### src/design/tsched_pkg.sv
// shared types and constants of the thread scheduler
`default_nettype none
package tsched_pkg;
    // default table sizes
    localparam int unsigned MAX_THREADS_DEF = 16;
    localparam int unsigned MAX_WAITING_DEF = 16;

    // field widths
    localparam int unsigned ID_W       = 16;
    localparam int unsigned TIME_W     = 32;
    localparam int unsigned BUD_W      = 18;
    localparam int unsigned QNT_W      = 10;
    localparam int unsigned TICK_W     = 8;
    localparam int unsigned POL_W      = 3;
    localparam int unsigned RR_W       = 4;
    localparam int unsigned CMD_W      = 3;
    localparam int unsigned KIND_W     = 2;
    localparam int unsigned CFG_IDX_W  = 2;
    localparam int unsigned CFG_DATA_W = 8;

    // commands
    localparam logic [CMD_W-1:0] CMD_REGISTER = 3'd0;
    localparam logic [CMD_W-1:0] CMD_START    = 3'd1;
    localparam logic [CMD_W-1:0] CMD_EXPIRE   = 3'd2;
    localparam logic [CMD_W-1:0] CMD_YIELD    = 3'd3;
    localparam logic [CMD_W-1:0] CMD_FINISH   = 3'd4;

    // result kinds
    localparam logic [KIND_W-1:0] KIND_DISPATCH = 2'd0;
    localparam logic [KIND_W-1:0] KIND_EXIT     = 2'd1;
    localparam logic [KIND_W-1:0] KIND_DONE     = 2'd2;
    localparam logic [KIND_W-1:0] KIND_FULL     = 2'd3;

    // policies
    localparam logic [POL_W-1:0] POL_RING = 3'd0;
    localparam logic [POL_W-1:0] POL_RR   = 3'd1;
    localparam logic [POL_W-1:0] POL_FCFS = 3'd2;
    localparam logic [POL_W-1:0] POL_SJF  = 3'd3;
    localparam logic [POL_W-1:0] POL_PSJF = 3'd4;

    // configuration register indexes and reset values
    localparam logic [CFG_IDX_W-1:0] CFG_POLICY  = 2'd0;
    localparam logic [CFG_IDX_W-1:0] CFG_QUANTUM = 2'd1;
    localparam logic [CFG_IDX_W-1:0] CFG_RR      = 2'd2;
    localparam logic [POL_W-1:0]     POLICY_RST  = 3'd0;
    localparam logic [TICK_W-1:0]    QUANTUM_RST = 8'd5;
    localparam logic [RR_W-1:0]      RR_RST      = 4'd3;

    typedef enum logic [3:0] {
        S_IDLE, S_FULL, S_CHARGE, S_REL_INIT, S_REL_FIND, S_REL_ENTER, S_AFTER_REL,
        S_EXIT, S_SHORT_INIT, S_SHORT, S_SHORT_END, S_UNLINK, S_DISP, S_DONE
    } t_state;

    typedef enum logic [1:0] {A_START, A_CONT, A_EXIT} t_after;
    typedef enum logic {T_DISP, T_UNLINK} t_then;
endpackage
`default_nettype wire

### src/design/tsched_if.sv
// request and result channels of the thread scheduler
`default_nettype none
interface tsched_in_if import tsched_pkg::*; ();
    logic              valid;
    logic              ready;
    logic [CMD_W-1:0]  command;
    logic [QNT_W-1:0]  work_quanta;
    logic [TIME_W-1:0] release_time;
    logic [TICK_W-1:0] ticks_used;
    modport source (output valid, command, work_quanta, release_time, ticks_used,
                    input ready);
    modport sink (input valid, command, work_quanta, release_time, ticks_used,
                  output ready);
endinterface

interface tsched_out_if import tsched_pkg::*; ();
    logic              valid;
    logic              ready;
    logic [KIND_W-1:0] kind;
    logic [ID_W-1:0]   thread_number;
    logic [TICK_W-1:0] slice;
    logic [TIME_W-1:0] elapsed;
    logic              last;
    modport source (output valid, kind, thread_number, slice, elapsed, last, input ready);
    modport sink (input valid, kind, thread_number, slice, elapsed, last, output ready);
endinterface
`default_nettype wire

### src/design/tsched_alu.sv
// shared subtract and compare unit
`default_nettype none
module tsched_alu import tsched_pkg::*; (
    input  wire logic [TIME_W-1:0] i_a,
    input  wire logic [TIME_W-1:0] i_b,
    output logic      [TIME_W-1:0] o_diff,
    output logic                   o_lt
);
    // borrow out flags a below b
    assign {o_lt, o_diff} = {1'b0, i_a} - {1'b0, i_b};
endmodule
`default_nettype wire

### src/design/thread_scheduler_multi_policy.sv
// top level of the multi-policy thread scheduler
`default_nettype none
// Thread scheduler with a waiting table and a ring of runnable threads, both in
// flip-flops, driven by a small sequencer around one shared 32-bit subtractor.
// A register request completes in the idle state unless the table is full. Start,
// expiry, yield and finish requests run the release scan, which finds each
// waiting position in registration order and moves each due thread into the
// ring, and may run a shortest-first search over all ring slots. The request
// side is ready only when the sequencer is idle; one output register holds a
// result until taken, so a new request can be taken while the last result
// still waits.
module thread_scheduler_multi_policy import tsched_pkg::*; #(
    parameter int unsigned MAX_THREADS = MAX_THREADS_DEF,
    parameter int unsigned MAX_WAITING = MAX_WAITING_DEF
) (
    input  wire logic                  i_clk,
    input  wire logic                  i_rst_n,
    input  wire logic                  i_cfg_we,
    input  wire logic [CFG_IDX_W-1:0]  i_cfg_idx,
    input  wire logic [CFG_DATA_W-1:0] i_cfg_data,
    tsched_in_if.sink                  i_req,
    tsched_out_if.source               o_rsp
);
    localparam int unsigned TW = $clog2(MAX_THREADS);
    localparam int unsigned WW = (MAX_WAITING > 1) ? $clog2(MAX_WAITING) : 1;
    localparam int unsigned CW = $clog2(MAX_WAITING + 1);

    // configuration
    logic [POL_W-1:0]  r_pol;
    logic [TICK_W-1:0] r_qnt;
    logic [RR_W-1:0]   r_rrs;

    // run ring
    logic [MAX_THREADS-1:0] r_rv;
    logic [ID_W-1:0]   r_rid  [MAX_THREADS];
    logic [BUD_W-1:0]  r_rbud [MAX_THREADS];
    logic [TIME_W-1:0] r_rent [MAX_THREADS];
    logic [TW-1:0]     r_rnx  [MAX_THREADS];
    logic [TW-1:0]     r_rpv  [MAX_THREADS];

    // waiting table
    logic [MAX_WAITING-1:0] r_wv;
    logic [QNT_W-1:0]  r_wbud [MAX_WAITING];
    logic [TIME_W-1:0] r_wrel [MAX_WAITING];
    logic [WW-1:0]     r_word [MAX_WAITING];

    // sequencer state
    t_state r_state, n_state;
    t_after r_after, n_after;
    t_then  r_then, n_then;
    logic [CMD_W-1:0]  r_cmd, n_cmd;
    logic [TICK_W-1:0] r_ticks, n_ticks;
    logic [WW-1:0]     r_idx, n_idx;
    logic [CW-1:0]     r_pos, n_pos;
    logic [CW-1:0]     r_wcnt, n_wcnt;
    logic [TW-1:0]     r_sidx, n_sidx;
    logic [TW-1:0]     r_best, n_best;
    logic              r_best_ok, n_best_ok;
    logic [BUD_W-1:0]  r_bbud, n_bbud;
    logic [ID_W-1:0]   r_bid, n_bid;
    logic              r_skip, n_skip;
    logic [TW-1:0]     r_cur, n_cur;
    logic [TW-1:0]     r_old, n_old;
    logic [TIME_W-1:0] r_sys, n_sys;
    logic [ID_W-1:0]   r_idc, n_idc;
    logic              r_started, n_started;
    logic [RR_W-1:0]   r_rr, n_rr;

    // output register
    logic              r_ov, n_ov;
    logic [KIND_W-1:0] r_okind, n_okind;
    logic [ID_W-1:0]   r_oid, n_oid;
    logic [TICK_W-1:0] r_osl, n_osl;
    logic [TIME_W-1:0] r_oel, n_oel;
    logic              r_olast, n_olast;

    // read ports
    logic [TW-1:0]     run_addr;
    logic              rd_v;
    logic [ID_W-1:0]   rd_id;
    logic [BUD_W-1:0]  rd_bud;
    logic [TIME_W-1:0] rd_ent;
    logic [TW-1:0]     rd_nx, rd_pv;
    logic              wd_v;
    logic [QNT_W-1:0]  wd_bud;
    logic [TIME_W-1:0] wd_rel;
    logic [WW-1:0]     wd_ord;

    // free slot search
    logic          free_run_ok, free_w_ok;
    logic [TW-1:0] free_run;
    logic [WW-1:0] free_w;

    // shared unit
    logic [TIME_W-1:0] alu_a, alu_b, alu_d;
    logic              alu_lt;

    // write strobes
    logic              w_reg, w_rel, ins, unl, rv_clr, bud_we;
    logic [BUD_W-1:0]  bud_d;
    logic [BUD_W-1:0]  new_bud;
    logic              in_acc, out_free, yielded, cand, better;

    tsched_alu u_alu (
        .i_a    (alu_a),
        .i_b    (alu_b),
        .o_diff (alu_d),
        .o_lt   (alu_lt)
    );

    assign in_acc      = i_req.valid && (r_state == S_IDLE);
    assign i_req.ready = (r_state == S_IDLE);
    assign out_free    = !r_ov || o_rsp.ready;
    assign yielded     = (r_cmd == CMD_YIELD);
    assign new_bud     = BUD_W'(wd_bud) * BUD_W'(r_qnt);

    assign o_rsp.valid         = r_ov;
    assign o_rsp.kind          = r_okind;
    assign o_rsp.thread_number = r_oid;
    assign o_rsp.slice         = r_osl;
    assign o_rsp.elapsed       = r_oel;
    assign o_rsp.last          = r_olast;

    // ring read address
    always_comb begin
        case (r_state)
            S_SHORT:  run_addr = r_sidx;
            S_UNLINK: run_addr = r_old;
            default:  run_addr = r_cur;
        endcase
    end

    assign rd_v   = r_rv[run_addr];
    assign rd_id  = r_rid[run_addr];
    assign rd_bud = r_rbud[run_addr];
    assign rd_ent = r_rent[run_addr];
    assign rd_nx  = r_rnx[run_addr];
    assign rd_pv  = r_rpv[run_addr];
    assign wd_v   = r_wv[r_idx];
    assign wd_bud = r_wbud[r_idx];
    assign wd_rel = r_wrel[r_idx];
    assign wd_ord = r_word[r_idx];

    // lowest free slots
    always_comb begin
        free_run_ok = 1'b0;
        free_run    = '0;
        for (int i = MAX_THREADS - 1; i >= 0; i--) begin
            if (!r_rv[i]) begin
                free_run_ok = 1'b1;
                free_run    = TW'(i);
            end
        end
        free_w_ok = 1'b0;
        free_w    = '0;
        for (int i = MAX_WAITING - 1; i >= 0; i--) begin
            if (!r_wv[i]) begin
                free_w_ok = 1'b1;
                free_w    = WW'(i);
            end
        end
    end

    // shared unit operands
    always_comb begin
        case (r_state)
            S_REL_FIND: begin
                alu_a = r_sys;
                alu_b = wd_rel;
            end
            S_CHARGE: begin
                alu_a = TIME_W'(rd_bud);
                alu_b = TIME_W'(r_ticks);
            end
            S_SHORT: begin
                alu_a = TIME_W'(rd_bud);
                alu_b = TIME_W'(r_bbud);
            end
            S_DISP: begin
                alu_a = TIME_W'(rd_bud);
                alu_b = TIME_W'(r_qnt);
            end
            default: begin
                alu_a = r_sys;
                alu_b = rd_ent;
            end
        endcase
    end

    assign cand   = rd_v && !(r_skip && (r_sidx == r_cur));
    assign better = !r_best_ok || alu_lt || ((alu_d == '0) && (rd_id < r_bid));

    // sequencer
    always_comb begin
        n_state   = r_state;
        n_after   = r_after;
        n_then    = r_then;
        n_cmd     = r_cmd;
        n_ticks   = r_ticks;
        n_idx     = r_idx;
        n_pos     = r_pos;
        n_wcnt    = r_wcnt;
        n_sidx    = r_sidx;
        n_best    = r_best;
        n_best_ok = r_best_ok;
        n_bbud    = r_bbud;
        n_bid     = r_bid;
        n_skip    = r_skip;
        n_cur     = r_cur;
        n_old     = r_old;
        n_sys     = r_sys;
        n_idc     = r_idc;
        n_started = r_started;
        n_rr      = r_rr;
        n_ov      = r_ov && !o_rsp.ready;
        n_okind   = r_okind;
        n_oid     = r_oid;
        n_osl     = r_osl;
        n_oel     = r_oel;
        n_olast   = r_olast;
        w_reg     = 1'b0;
        w_rel     = 1'b0;
        ins       = 1'b0;
        unl       = 1'b0;
        rv_clr    = 1'b0;
        bud_we    = 1'b0;
        bud_d     = '0;

        case (r_state)
            S_IDLE: begin
                if (in_acc) begin
                    n_cmd   = i_req.command;
                    n_ticks = i_req.ticks_used;
                    case (i_req.command)
                        CMD_REGISTER: begin
                            if (!free_w_ok) begin
                                n_state = S_FULL;
                            end else begin
                                w_reg  = 1'b1;
                                n_wcnt = r_wcnt + 1'b1;
                            end
                        end
                        CMD_START: begin
                            if (!r_started) begin
                                n_after = A_START;
                                n_state = S_REL_INIT;
                            end
                        end
                        CMD_EXPIRE, CMD_YIELD: begin
                            if (r_started && rd_v) begin
                                n_state = S_CHARGE;
                            end
                        end
                        CMD_FINISH: begin
                            if (r_started && rd_v) begin
                                n_sys   = r_sys + TIME_W'(i_req.ticks_used);
                                n_after = A_EXIT;
                                n_state = S_REL_INIT;
                            end
                        end
                        default: ;
                    endcase
                end
            end
            S_FULL: begin
                if (out_free) begin
                    n_ov    = 1'b1;
                    n_okind = KIND_FULL;
                    n_oid   = '0;
                    n_osl   = '0;
                    n_oel   = '0;
                    n_olast = 1'b1;
                    n_state = S_IDLE;
                end
            end
            // charge ticks, saturating at zero
            S_CHARGE: begin
                bud_we = 1'b1;
                bud_d  = (!alu_lt && (alu_d != '0)) ? alu_d[BUD_W-1:0] : '0;
                n_sys  = r_sys + TIME_W'(r_ticks);
                n_after = (bud_d != '0) ? A_CONT : A_EXIT;
                n_state = S_REL_INIT;
            end
            S_REL_INIT: begin
                n_pos   = '0;
                n_idx   = '0;
                n_state = S_REL_FIND;
            end
            // find the waiting entry at the current position
            S_REL_FIND: begin
                if (r_pos >= r_wcnt) begin
                    n_state = S_AFTER_REL;
                end else if (wd_v && (wd_ord == r_pos[WW-1:0])) begin
                    if (alu_lt) begin
                        n_pos = r_pos + 1'b1;
                        n_idx = '0;
                    end else if (!free_run_ok) begin
                        n_state = S_AFTER_REL;
                    end else begin
                        n_state = S_REL_ENTER;
                    end
                end else begin
                    n_idx = (r_idx == WW'(MAX_WAITING - 1)) ? '0 : r_idx + 1'b1;
                end
            end
            // move the entry into the ring just before the current thread
            S_REL_ENTER: begin
                ins    = 1'b1;
                w_rel  = 1'b1;
                n_wcnt = r_wcnt - 1'b1;
                n_idc  = r_idc + 1'b1;
                n_idx  = '0;
                if (!rd_v) begin
                    n_cur = free_run;
                end
                n_state = S_REL_FIND;
            end
            S_AFTER_REL: begin
                case (r_after)
                    A_START: begin
                        if (!rd_v) begin
                            n_state = S_DONE;
                        end else begin
                            n_started = 1'b1;
                            if (r_pol == POL_SJF || r_pol == POL_PSJF) begin
                                n_skip  = 1'b0;
                                n_then  = T_DISP;
                                n_state = S_SHORT_INIT;
                            end else begin
                                n_state = S_DISP;
                            end
                        end
                    end
                    A_CONT: begin
                        n_state = S_DISP;
                        case (r_pol)
                            POL_RR: begin
                                if (yielded || (r_rr >= r_rrs)) begin
                                    n_cur = rd_nx;
                                    n_rr  = RR_W'(1);
                                end else begin
                                    n_rr = r_rr + 1'b1;
                                end
                            end
                            POL_FCFS: ;
                            POL_SJF: begin
                                if (yielded) begin
                                    n_skip  = 1'b0;
                                    n_then  = T_DISP;
                                    n_state = S_SHORT_INIT;
                                end
                            end
                            POL_PSJF: begin
                                n_skip  = 1'b0;
                                n_then  = T_DISP;
                                n_state = S_SHORT_INIT;
                            end
                            default: n_cur = rd_nx;
                        endcase
                    end
                    default: n_state = S_EXIT;
                endcase
            end
            // exit report, then pick the successor
            S_EXIT: begin
                if (out_free) begin
                    n_ov    = 1'b1;
                    n_okind = KIND_EXIT;
                    n_oid   = rd_id;
                    n_osl   = '0;
                    n_oel   = alu_d;
                    n_olast = 1'b0;
                    n_old   = r_cur;
                    if (rd_nx == r_cur) begin
                        rv_clr    = 1'b1;
                        n_started = 1'b0;
                        n_state   = S_DONE;
                    end else begin
                        case (r_pol)
                            POL_RR: begin
                                n_rr    = RR_W'(1);
                                n_cur   = rd_nx;
                                n_state = S_UNLINK;
                            end
                            POL_SJF, POL_PSJF: begin
                                n_skip  = 1'b1;
                                n_then  = T_UNLINK;
                                n_state = S_SHORT_INIT;
                            end
                            default: begin
                                n_cur   = rd_nx;
                                n_state = S_UNLINK;
                            end
                        endcase
                    end
                end
            end
            S_SHORT_INIT: begin
                n_sidx    = '0;
                n_best_ok = 1'b0;
                n_state   = S_SHORT;
            end
            // shortest remaining budget, lower id on ties
            S_SHORT: begin
                if (cand && better) begin
                    n_best    = r_sidx;
                    n_best_ok = 1'b1;
                    n_bbud    = rd_bud;
                    n_bid     = rd_id;
                end
                if (r_sidx == TW'(MAX_THREADS - 1)) begin
                    n_state = S_SHORT_END;
                end else begin
                    n_sidx = r_sidx + 1'b1;
                end
            end
            S_SHORT_END: begin
                if (r_best_ok) begin
                    n_cur = r_best;
                end
                n_state = (r_then == T_DISP) ? S_DISP : S_UNLINK;
            end
            S_UNLINK: begin
                unl     = 1'b1;
                rv_clr  = 1'b1;
                n_state = S_DISP;
            end
            S_DISP: begin
                if (out_free) begin
                    n_ov    = 1'b1;
                    n_okind = KIND_DISPATCH;
                    n_oid   = rd_id;
                    n_osl   = alu_lt ? rd_bud[TICK_W-1:0] : r_qnt;
                    n_oel   = '0;
                    n_olast = 1'b1;
                    n_state = S_IDLE;
                end
            end
            S_DONE: begin
                if (out_free) begin
                    n_ov    = 1'b1;
                    n_okind = KIND_DONE;
                    n_oid   = '0;
                    n_osl   = '0;
                    n_oel   = '0;
                    n_olast = 1'b1;
                    n_state = S_IDLE;
                end
            end
            default: n_state = S_IDLE;
        endcase
    end

    // control registers
    always_ff @(posedge i_clk) begin
        if (!i_rst_n) begin
            r_state   <= S_IDLE;
            r_after   <= A_START;
            r_then    <= T_DISP;
            r_idx     <= '0;
            r_pos     <= '0;
            r_wcnt    <= '0;
            r_sidx    <= '0;
            r_best_ok <= 1'b0;
            r_skip    <= 1'b0;
            r_cur     <= '0;
            r_old     <= '0;
            r_sys     <= '0;
            r_idc     <= ID_W'(1);
            r_started <= 1'b0;
            r_rr      <= RR_W'(1);
            r_ov      <= 1'b0;
            r_pol     <= POLICY_RST;
            r_qnt     <= QUANTUM_RST;
            r_rrs     <= RR_RST;
        end else begin
            r_state   <= n_state;
            r_after   <= n_after;
            r_then    <= n_then;
            r_idx     <= n_idx;
            r_pos     <= n_pos;
            r_wcnt    <= n_wcnt;
            r_sidx    <= n_sidx;
            r_best_ok <= n_best_ok;
            r_skip    <= n_skip;
            r_cur     <= n_cur;
            r_old     <= n_old;
            r_sys     <= n_sys;
            r_idc     <= n_idc;
            r_started <= n_started;
            r_rr      <= n_rr;
            r_ov      <= n_ov;
            if (i_cfg_we) begin
                case (i_cfg_idx)
                    CFG_POLICY:  r_pol <= i_cfg_data[POL_W-1:0];
                    CFG_QUANTUM: r_qnt <= i_cfg_data[TICK_W-1:0];
                    CFG_RR:      r_rrs <= i_cfg_data[RR_W-1:0];
                    default: ;
                endcase
            end
        end
    end

    // payload registers
    always_ff @(posedge i_clk) begin
        r_cmd   <= n_cmd;
        r_ticks <= n_ticks;
        r_best  <= n_best;
        r_bbud  <= n_bbud;
        r_bid   <= n_bid;
        r_okind <= n_okind;
        r_oid   <= n_oid;
        r_osl   <= n_osl;
        r_oel   <= n_oel;
        r_olast <= n_olast;
    end

    // valid bits
    always_ff @(posedge i_clk) begin
        if (!i_rst_n) begin
            r_rv <= '0;
            r_wv <= '0;
        end else begin
            if (ins) begin
                r_rv[free_run] <= 1'b1;
            end
            if (rv_clr) begin
                r_rv[run_addr] <= 1'b0;
            end
            if (w_reg) begin
                r_wv[free_w] <= 1'b1;
            end
            if (w_rel) begin
                r_wv[r_idx] <= 1'b0;
            end
        end
    end

    // ring tables
    always_ff @(posedge i_clk) begin
        if (bud_we) begin
            r_rbud[r_cur] <= bud_d;
        end
        if (ins) begin
            r_rid[free_run]  <= r_idc;
            r_rbud[free_run] <= new_bud;
            r_rent[free_run] <= r_sys;
            if (!rd_v) begin
                r_rnx[free_run] <= free_run;
                r_rpv[free_run] <= free_run;
            end else begin
                r_rnx[rd_pv]    <= free_run;
                r_rpv[r_cur]    <= free_run;
                r_rnx[free_run] <= r_cur;
                r_rpv[free_run] <= rd_pv;
            end
        end
        if (unl) begin
            r_rnx[rd_pv] <= rd_nx;
            r_rpv[rd_nx] <= rd_pv;
        end
    end

    // waiting tables, orders kept compact on release
    always_ff @(posedge i_clk) begin
        if (w_reg) begin
            r_wbud[free_w] <= i_req.work_quanta;
            r_wrel[free_w] <= i_req.release_time;
            r_word[free_w] <= r_wcnt[WW-1:0];
        end
        if (w_rel) begin
            for (int w = 0; w < MAX_WAITING; w++) begin
                if (r_wv[w] && (r_word[w] > r_pos[WW-1:0])) begin
                    r_word[w] <= r_word[w] - 1'b1;
                end
            end
        end
    end
endmodule
`default_nettype wire

### src/flat_wrapper.sv
// flat-port wrapper written by rule: the top's interface ports become plain ports
module thread_scheduler_multi_policy_flat import tsched_pkg::*;
#(
    parameter int unsigned MAX_THREADS = MAX_THREADS_DEF,
    parameter int unsigned MAX_WAITING = MAX_WAITING_DEF
)
  (i_clk, i_rst_n, i_cfg_we, i_cfg_idx, i_cfg_data, i_req_valid, i_req_command, i_req_work_quanta, i_req_release_time, i_req_ticks_used, i_req_ready, o_rsp_valid, o_rsp_kind, o_rsp_thread_number, o_rsp_slice, o_rsp_elapsed, o_rsp_last, o_rsp_ready);
  tsched_in_if i_req_i ();
  tsched_out_if o_rsp_i ();
  input  wire logic i_clk;
  input  wire logic i_rst_n;
  input  wire logic i_cfg_we;
  input  wire logic [CFG_IDX_W-1:0] i_cfg_idx;
  input  wire logic [CFG_DATA_W-1:0] i_cfg_data;
  input wire logic [$bits(i_req_i.valid)-1:0] i_req_valid;
  input wire logic [$bits(i_req_i.command)-1:0] i_req_command;
  input wire logic [$bits(i_req_i.work_quanta)-1:0] i_req_work_quanta;
  input wire logic [$bits(i_req_i.release_time)-1:0] i_req_release_time;
  input wire logic [$bits(i_req_i.ticks_used)-1:0] i_req_ticks_used;
  output wire logic [$bits(i_req_i.ready)-1:0] i_req_ready;
  output wire logic [$bits(o_rsp_i.valid)-1:0] o_rsp_valid;
  output wire logic [$bits(o_rsp_i.kind)-1:0] o_rsp_kind;
  output wire logic [$bits(o_rsp_i.thread_number)-1:0] o_rsp_thread_number;
  output wire logic [$bits(o_rsp_i.slice)-1:0] o_rsp_slice;
  output wire logic [$bits(o_rsp_i.elapsed)-1:0] o_rsp_elapsed;
  output wire logic [$bits(o_rsp_i.last)-1:0] o_rsp_last;
  input wire logic [$bits(o_rsp_i.ready)-1:0] o_rsp_ready;
  assign i_req_i.valid = i_req_valid;
  assign i_req_i.command = i_req_command;
  assign i_req_i.work_quanta = i_req_work_quanta;
  assign i_req_i.release_time = i_req_release_time;
  assign i_req_i.ticks_used = i_req_ticks_used;
  assign i_req_ready = i_req_i.ready;
  assign o_rsp_valid = o_rsp_i.valid;
  assign o_rsp_kind = o_rsp_i.kind;
  assign o_rsp_thread_number = o_rsp_i.thread_number;
  assign o_rsp_slice = o_rsp_i.slice;
  assign o_rsp_elapsed = o_rsp_i.elapsed;
  assign o_rsp_last = o_rsp_i.last;
  assign o_rsp_i.ready = o_rsp_ready;
  thread_scheduler_multi_policy #(.MAX_THREADS(MAX_THREADS), .MAX_WAITING(MAX_WAITING)) u_core (.i_clk(i_clk), .i_rst_n(i_rst_n), .i_cfg_we(i_cfg_we), .i_cfg_idx(i_cfg_idx), .i_cfg_data(i_cfg_data), .i_req(i_req_i), .o_rsp(o_rsp_i));
endmodule
### config.mk
export PLATFORM = sky130hd
export DESIGN_NAME = thread_scheduler_multi_policy_flat
export DESIGN_NICKNAME = d
export VERILOG_FILES = /design/src/design/tsched_pkg.sv /design/src/design/tsched_if.sv /design/src/design/tsched_alu.sv /design/src/design/thread_scheduler_multi_policy.sv /design/src/flat_wrapper.sv
export SDC_FILE = /design/constraint.sdc
export NUM_CORES = 2
export LEC_CHECK = 0
export BUFFER_PORTS_ARGS = -buffer_cell sky130_fd_sc_hd__buf_2
export CORE_UTILIZATION = 25
export CTS_BUF_LIST = sky130_fd_sc_hd__clkbuf_16
export DETAILED_ROUTE_END_ITERATION = 16
export PLACE_DENSITY_LB_ADDON = 0.08
export SLEW_MARGIN = 20
export SYNTH_ARGS = -nofsm -noshare
export SYNTH_HDL_FRONTEND = slang
export SYNTH_HIERARCHICAL = 1
export SYNTH_SLANG_ARGS = --single-unit
### constraint.sdc
create_clock -name i_clk -period 8.75 [get_ports i_clk]
set_input_delay 2.1875 -clock i_clk [delete_from_list [all_inputs] [get_ports i_clk]]
set_output_delay 2.1875 -clock i_clk [all_outputs]
set_load 0.02 [all_outputs]
Yosys cells after proc, flatten, opt, wreduce, memory -nomap -nowiden
Memories as Yosys holds them, arrays and structs flattened. A register that Yosys moved wholly into a read port is not among the register bits.
Cells that the tools add are included.
{"block": "word_totals", "reg_bits": 243, "mem_bits_rw": 1920, "elab_cells": 553, "memories": 8}
{"block": "classes", "addsub": 26, "n_mul": 1, "order_cmp": 27, "eq_ne": 78, "n_mux": 276, "bitwise": 15, "n_reduce_logical": 92}
{"name": "u_core.r_rent", "words": 16, "word_bits": 32, "read_ports": 1, "rd_clocked_by_memory_dff": 0, "write_ports": 1, "line_no": "thread_scheduler_multi_policy.sv:37", "source": "logic [TIME_W-1:0] r_rent [MAX_THREADS];"}
{"name": "u_core.r_wrel", "words": 16, "word_bits": 32, "read_ports": 1, "rd_clocked_by_memory_dff": 1, "write_ports": 1, "line_no": "thread_scheduler_multi_policy.sv:44", "source": "logic [TIME_W-1:0] r_wrel [MAX_WAITING];"}
{"name": "u_core.r_rbud", "words": 16, "word_bits": 18, "read_ports": 1, "rd_clocked_by_memory_dff": 0, "write_ports": 1, "line_no": "thread_scheduler_multi_policy.sv:36", "source": "logic [BUD_W-1:0] r_rbud [MAX_THREADS];"}
{"name": "u_core.r_rid", "words": 16, "word_bits": 16, "read_ports": 1, "rd_clocked_by_memory_dff": 0, "write_ports": 1, "line_no": "thread_scheduler_multi_policy.sv:35", "source": "logic [ID_W-1:0] r_rid [MAX_THREADS];"}
{"name": "u_core.r_wbud", "words": 16, "word_bits": 10, "read_ports": 1, "rd_clocked_by_memory_dff": 1, "write_ports": 1, "line_no": "thread_scheduler_multi_policy.sv:43", "source": "logic [QNT_W-1:0] r_wbud [MAX_WAITING];"}
{"name": "u_core.r_rnx", "words": 16, "word_bits": 4, "read_ports": 1, "rd_clocked_by_memory_dff": 0, "write_ports": 2, "line_no": "thread_scheduler_multi_policy.sv:38", "source": "logic [TW-1:0] r_rnx [MAX_THREADS];"}
{"name": "+2 memories"}
{"operator": "two-way mux 4 bit", "n": 77}
{"operator": "two-way mux 32 bit", "n": 6}
{"operator": "two-way mux 16 bit", "n": 8}
{"operator": "case mux 32 bit (2 select lines)", "n": 2}
{"operator": "case mux 32 bit (4 select lines)", "n": 1}
{"operator": "two-way mux 1 bit", "n": 127}
{"operator": "adder 32 x 8 -> 32 bit", "n": 2}
{"operator": "greater-than comparator 4 bit", "n": 16}
{"operator": "subtractor 4 x 1 -> 4 bit (second input constant)", "n": 16}
{"operator": "case mux 4 bit (2 select lines)", "n": 7}
{"operator": "two-way mux 18 bit", "n": 3}
{"operator": "inequality test 2 x 1 -> 1 bit (second input constant)", "n": 23}
{"operator": "case mux 4 bit (11 select lines)", "n": 1}
{"operator": "subtractor 32 x 32 -> 33 bit", "n": 1}
{"operator": "bitwise AND 16 bit", "n": 2}
{"operator": "equality test 4 bit (second input constant)", "n": 8}
{"operator": "zero test 32 bit", "n": 1}
{"operator": "NOT 16 bit", "n": 2}
{"operator": "OR 16 bit", "n": 2}
{"operator": "case mux 16 bit (2 select lines)", "n": 1}
{"operator": "case mux 4 bit (4 select lines)", "n": 2}
{"operator": "nonzero test 32 bit", "n": 1}
{"operator": "two-way mux 5 bit", "n": 6}
{"operator": "logical AND 1 bit", "n": 29}
{"operator": "other kinds (58)", "n": 171}

Depth between registers and ports, before layout
{"block": "logic_depth", "depth_word": 25, "mapped_depth": 31}

Hierarchy
The synthesis kept the hierarchy.
{"mod": "thread_scheduler_multi_policy", "instances": 1, "cells_per_inst": 5372, "area_per_inst_um2": 92510.0, "seq_area_each_um2": 63681.1}
{"mod": "tsched_alu", "instances": 1, "cells_per_inst": 301, "area_per_inst_um2": 1979.4, "seq_area_each_um2": 0.0}

Worst setup path before layout
No wires, ideal clock.
{"block": "synth_timing", "path_type": "reg2reg", "start": "reg with a tool-made name", "end": "reg u_core.r_bbud[0] (enable)", "setup_time_ns": 0.433, "t_arrival_ns": 7.533, "slack_ns": 0.784, "stages_incl_launch_ff": 23, "n_path_buf": 4, "path_cell_list": "dfxtp_1 buf_2 clkbuf_1 clkbuf_1 buf_1 mux4_2 mux4_2 nor2_1 a21oi_1 ha_1 fa_1 nand2b_1 a21oi_2 o211ai_1 a2111oi_4 nor2_1 xnor2_1 or4_1 nor3_1 and4_1 o311a_1 a311oi_1 nor2_1"}
{"element": "end signal, assigned", "line_no": "thread_scheduler_multi_policy.sv:509", "source": "r_bbud <= n_bbud;"}
{"element": "end, declared", "line_no": "thread_scheduler_multi_policy.sv:59", "source": "logic [BUD_W-1:0] r_bbud, n_bbud;"}

Worst setup path in the final report
{"block": "layout_timing", "start": "reg u_core.r_state[1]", "end": "reg u_core.r_bid[6] (enable)"}
{"block": "layout_via", "elab_chain_len": 10, "elab_cells_between_ends": 23, "cone_classes": "add/sub: 1; order compare: 1; eq/ne: 5; mux: 5; reduce/logical: 8; memory: 3"}
{"element": "start, declared", "line_no": "thread_scheduler_multi_policy.sv:48", "source": "t_state r_state, n_state;"}
{"element": "start signal, assigned", "line_no": "thread_scheduler_multi_policy.sv:477", "source": "r_state <= n_state;"}
{"element": "equality test 4 bit, on equally long branches", "line_no": "thread_scheduler_multi_policy.sv:126, thread_scheduler_multi_policy.sv:166"}
{"element": "case mux 4 bit (2 select lines)", "line_no": "thread_scheduler_multi_policy.sv:126", "source": "case (r_state)"}
{"element": "memory read (16 x 32 bit)"}
{"element": "case mux 32 bit (4 select lines) *", "line_no": "thread_scheduler_multi_policy.sv:166", "source": "case (r_state)"}
{"element": "via u_core.alu_b[16]", "line_no": "thread_scheduler_multi_policy.sv:95", "source": "logic [TIME_W-1:0] alu_a, alu_b, alu_d;"}
{"element": "subtractor 32 x 32 -> 33 bit *", "line_no": "tsched_alu.sv:10", "source": "assign {o_lt, o_diff} = {1'b0, i_a} - {1'b0, i_b};"}
{"element": "via u_core.alu_d[23]", "line_no": "thread_scheduler_multi_policy.sv:95"}
{"element": "zero test 32 bit *", "line_no": "thread_scheduler_multi_policy.sv:191", "source": "assign better = !r_best_ok || alu_lt || ((alu_d == '0) && (rd_id < r_bid));"}
{"element": "logical AND 1 bit *", "line_no": "thread_scheduler_multi_policy.sv:191"}
{"element": "logical OR 1 bit *", "line_no": "thread_scheduler_multi_policy.sv:191"}
{"element": "logical AND 1 bit *", "line_no": "thread_scheduler_multi_policy.sv:405", "source": "if (cand && better) begin"}
{"element": "AND reduction 2 bit (no source line) *"}
{"element": "end signal, assigned", "line_no": "thread_scheduler_multi_policy.sv:510", "source": "r_bid <= n_bid;"}
{"element": "end, declared", "line_no": "thread_scheduler_multi_policy.sv:60", "source": "logic [ID_W-1:0] r_bid, n_bid;"}
The timed path passes the listed nets; every way through them passes the cells marked *. The select of a mux whose other input is x is not followed.
A chain may end at the register's enable or synchronous reset.

==> impl_metrics.csv <==
group,metric,value,unit
sta,fin_crit,8.08,ns
sta,fmax,0.124,GHz
setup_path,crit_family,"compound AO/OA/AOI/OAI gates",
clock_network,postCtsSetupBuffers,0,
synthesis,synth_warnings,6,
placed_design,port_buffers,128,
setup_path,crit_type,"register to register",
routing,ant_nets,0,
sta,tns,0,ns
sta,layout_setup_ws,0.673,ns
synthesis,synth_cell_type_count,94,
placed_design,globalplace.congestion,0.809,
placed_design,dp_slack,0.608,ns
routing,wl,325000,um
setup_path,cp_max_fo,35,
clock_network,cts_max_level,5,
routing,drtIter0Drc,3877,
synthesis,synth_fp_nets,5985,
setup_path,cp_slowest_cell,"mux2i_4",
sta,rsz0062_at_grt,"false",
worst_hold_path,hold_class,"register to register",
floorplan,core,376000,sq um
clock_network,cts_made_buffers,270,
grt,grt_max_degree,68,
grt,grt_usage,0.168,
clock_network,cts.sinks,2167,
finish,final_layout_size_suffix_gt1_frac,0.221,
clock_network,cts-resized-gates,0,
setup_path,slowest_delay,0.65,ns
clock_network,cts_root_buffer,"clkbuf_16",
routing,avgRoutedWirePerCell,28.9,um
floorplan,fp.dieH,617,um
grt,grt_pass1_vias,55400,
floorplan,fp.dieArea,380000,sq um
synthesis,synth-async-reset-ratio,0,
setup_path,cp-start-kind,"register",
job,cap_violations,0,
grt,grt_pass1_wl,453000,um
floorplan,placementRows,225,
power,vdd_drop_max,0.167,mV
sta,tightest_slew,1.11,ns
routing,drc,0,
floorplan,ios,129,
sta,period_share,0.923,
clock_network,clk-insertion-delay-late,0.89,ns
finish,multi_input_area,29300,sq um
setup_path,worstSetupEndpointType,"register",
grt,overflow,0,
setup_path,worstPathArrival,8.59,ns
synthesis,netlist_area,94500,sq um
floorplan,die_w,617,um
sta,relSlewSlack,0.255,
sta,slew_viol_final,0,
routing,routed_via_density,4.72,
clock_network,cts_tree,"yes",
clock_network,cts_max_path_buffers,4,
status,status,"completed",
sta,setup_viol,0,
placed_design,place.detailed.hpwl,203000,um
routing,dr.pass1.iters,5,
synthesis,synth_edf_count,2028,
synthesis,synth-seq-area-share,0.674,
sta,fin_skew,0.0501,ns
sta,hold_viol_final,0,
finish,fillers,37300,
synthesis,syn_area_per_cell,16.7,sq um
synthesis,ys_seq_elements,2167,
setup_path,worstPathCellList,"mux2_2 -> mux2i_4 -> buf_12 -> buf_4 -> mux4_2 -> a22oi_1 -> a31oi_1 -> inv_1 -> ha_1 -> a21oi_1 -> o21ai_0 -> a21oi_1 -> o211ai_2 -> xor2_1 -> or4_1 -> nor3_1 -> and4_1 -> o311a_1 -> a311oi_1 -> nor2_4 -> buf_4",
setup_path,crit_required,9.26,ns
power,power_density,256,nW/um^2
finish,syn_to_final_growth,17.5,%
finish,ff_latch_area,63700,sq um
synthesis,ys.flop_type,"edfxtp_1",
finish,nets,6326,
finish,final_util,0.296,
clock_network,clk_pin_slew,0.06,ns
power,p_leak,0.0363,uW
routing,vias,53100,
clock_network,hold_buffers,0,
synthesis,synth_cells,5673,
setup_path,crit_buf_inv,4,
grt,grt_antenna_before_repair,41,
floorplan,start_util,0.251,
## cells in the mapped netlist (47+ instances only)
master | number | area share
a21oi_1 | 206 | 0.011
edfxtp_1 | 2028 | 0.64
clkbuf_1 | 184 | 0.0073
xor2_1 | 50 | 0.0046
nor3_1 | 58 | 0.0031
nor2b_1 | 70 | 0.0046
dfxtp_1 | 139 | 0.029
xnor2_1 | 79 | 0.0073
mux2i_1 | 166 | 0.018
ha_1 | 193 | 0.026
nand2_1 | 293 | 0.012
nand3_1 | 110 | 0.0058
buf_1 | 47 | 0.0019
nor2_1 | 313 | 0.012
buf_2 | 48 | 0.0025
and2_1 | 111 | 0.0073
a22oi_1 | 110 | 0.0087
fa_1 | 51 | 0.011
o21ai_0 | 156 | 0.0083
mux4_2 | 510 | 0.12
inv_1 | 212 | 0.0084
## power breakdown
| group | switching [uW] | leakage [uW] | total (uW) | internal (uW) |
|---|---|---|---|---|
| registers | 216 | 0.0190 | 11900 | 11700 |
| clock network | 4470 | 0.00439 | 10800 | 6310 |
| logic | 3910 | 0.0129 | 5780 | 1860 |
| total | 8600 | 0.0363 | 28500 | 19900 |
## area by class of cell
cell class / instances / share of cell area
inverter: 215 / 0.00730
tap: 4994 / 0.0563
multi-input combinational: 3003 / 0.263
sequential: 2167 / 0.574
timing repair buffer: 357 / 0.0231
clock buffer: 278 / 0.0626
clock inverter: 202 / 0.0134
antenna: 20 / 0.000451
## through the flow
| stage | hold slack, ns | cells | power (uW) | area, sq um |
|---|---|---|---|---|
| finish | 0.499 | 11200 | 28500 | 111000 |
| global route | 0.516 | 11200 | 29600 | 111000 |
| CTS | 0.503 | 11200 | 29000 | 111000 |
| detailed placement | 0.485 | 10700 | 18000 | 103000 |
| global placement | 0.483 | 10700 | 18100 | 103000 |
| floorplan | 0.451 | 5673 | 15100 | 94500 |
## flip-flops by register name, summed over array words and instances (netlist names), 16 cells and up, named ones only
register,cells
u_core/r_rpv,64
u_core/r_sys,32
u_core/r_bid,16
u_core/r_rv,16
u_core/r_wbud,160
u_core/r_rnx,64
u_core/r_rid,256
u_core/r_bbud,18
u_core/r_wrel,512
u_core/r_wv,16
u_core/r_idc,16
u_core/o_rsp.elapsed,32
u_core/r_word,64
u_core/r_rent,512
u_core/r_rbud,288
u_core/o_rsp.thread_number,16
## cells in the final DEF (no fill, tap or decap), types with 111 or more instances in the layout
| cell | synthesis | routed |
|---|---|---|
| edfxtp_1 | 2028 | 2028 |
| mux4_2 | 510 | 510 |
| nand2_1 | 293 | 292 |
| inv_1 | 212 | 279 |
| clkbuf_16 | 0 | 278 |
| nor2_1 | 313 | 262 |
| buf_4 | 0 | 212 |
| a21oi_1 | 206 | 201 |
| ha_1 | 193 | 193 |
| mux2i_1 | 166 | 165 |
| o21ai_0 | 156 | 155 |
| dfxtp_1 | 139 | 135 |
| buf_2 | 48 | 128 |
| and2_1 | 111 | 111 |
## worst paths after layout
| check | from | to | slack [ns] | depth (start not counted) |
|---|---|---|---|---|
| max | u_core/r_state[1] | u_core/r_bid[6] | 0.67 | 21 |
| min | u_core/r_rrs[0] | u_core/r_rrs[0] | 0.50 | 2 |
| max reg2reg | u_core/r_state[1] | u_core/r_bid[6] | 0.67 | 21 |
| min reg2reg | u_core/r_rrs[0] | u_core/r_rrs[0] | 0.50 | 2 |
## kinds of logic (layout without fill, tap and decap cells)
logic type / Yosys count / count (layout) / share of synthesized area
DFF: 2167 / 2167 / 0.674
and+or+nand+nor: 1152 / 1152 / 0.0594
AOI/OAI and AO/OA: 780 / 780 / 0.0551
muxes: 698 / 698 / 0.142
buffers and inverters: 503 / 1052 / 0.0213
adders and majority gates: 244 / 244 / 0.0364
xor gates and xnor gates: 129 / 129 / 0.0120
other: 0 / 20 / 0
## worst min-delay path, delay by kind of cell, from the launching register on
family / cells / cell delay [ns]
flip-flops: 1 / 0.34
multiplexers: 1 / 0.08
AND/OR/NAND/NOR: 1 / 0.06
## per-layer routing
metal / vias up / global-route usage / wire (um)
met4: 12 / 0.0402 / 7760
met3: 413 / 0.0181 / 11000
met5: - / 0 / 78
li1: 23100 / - / -
met2: 1113 / 0.292 / 162000
met1: 28400 / 0.224 / 144000
(Power assumes the default switching activity.)
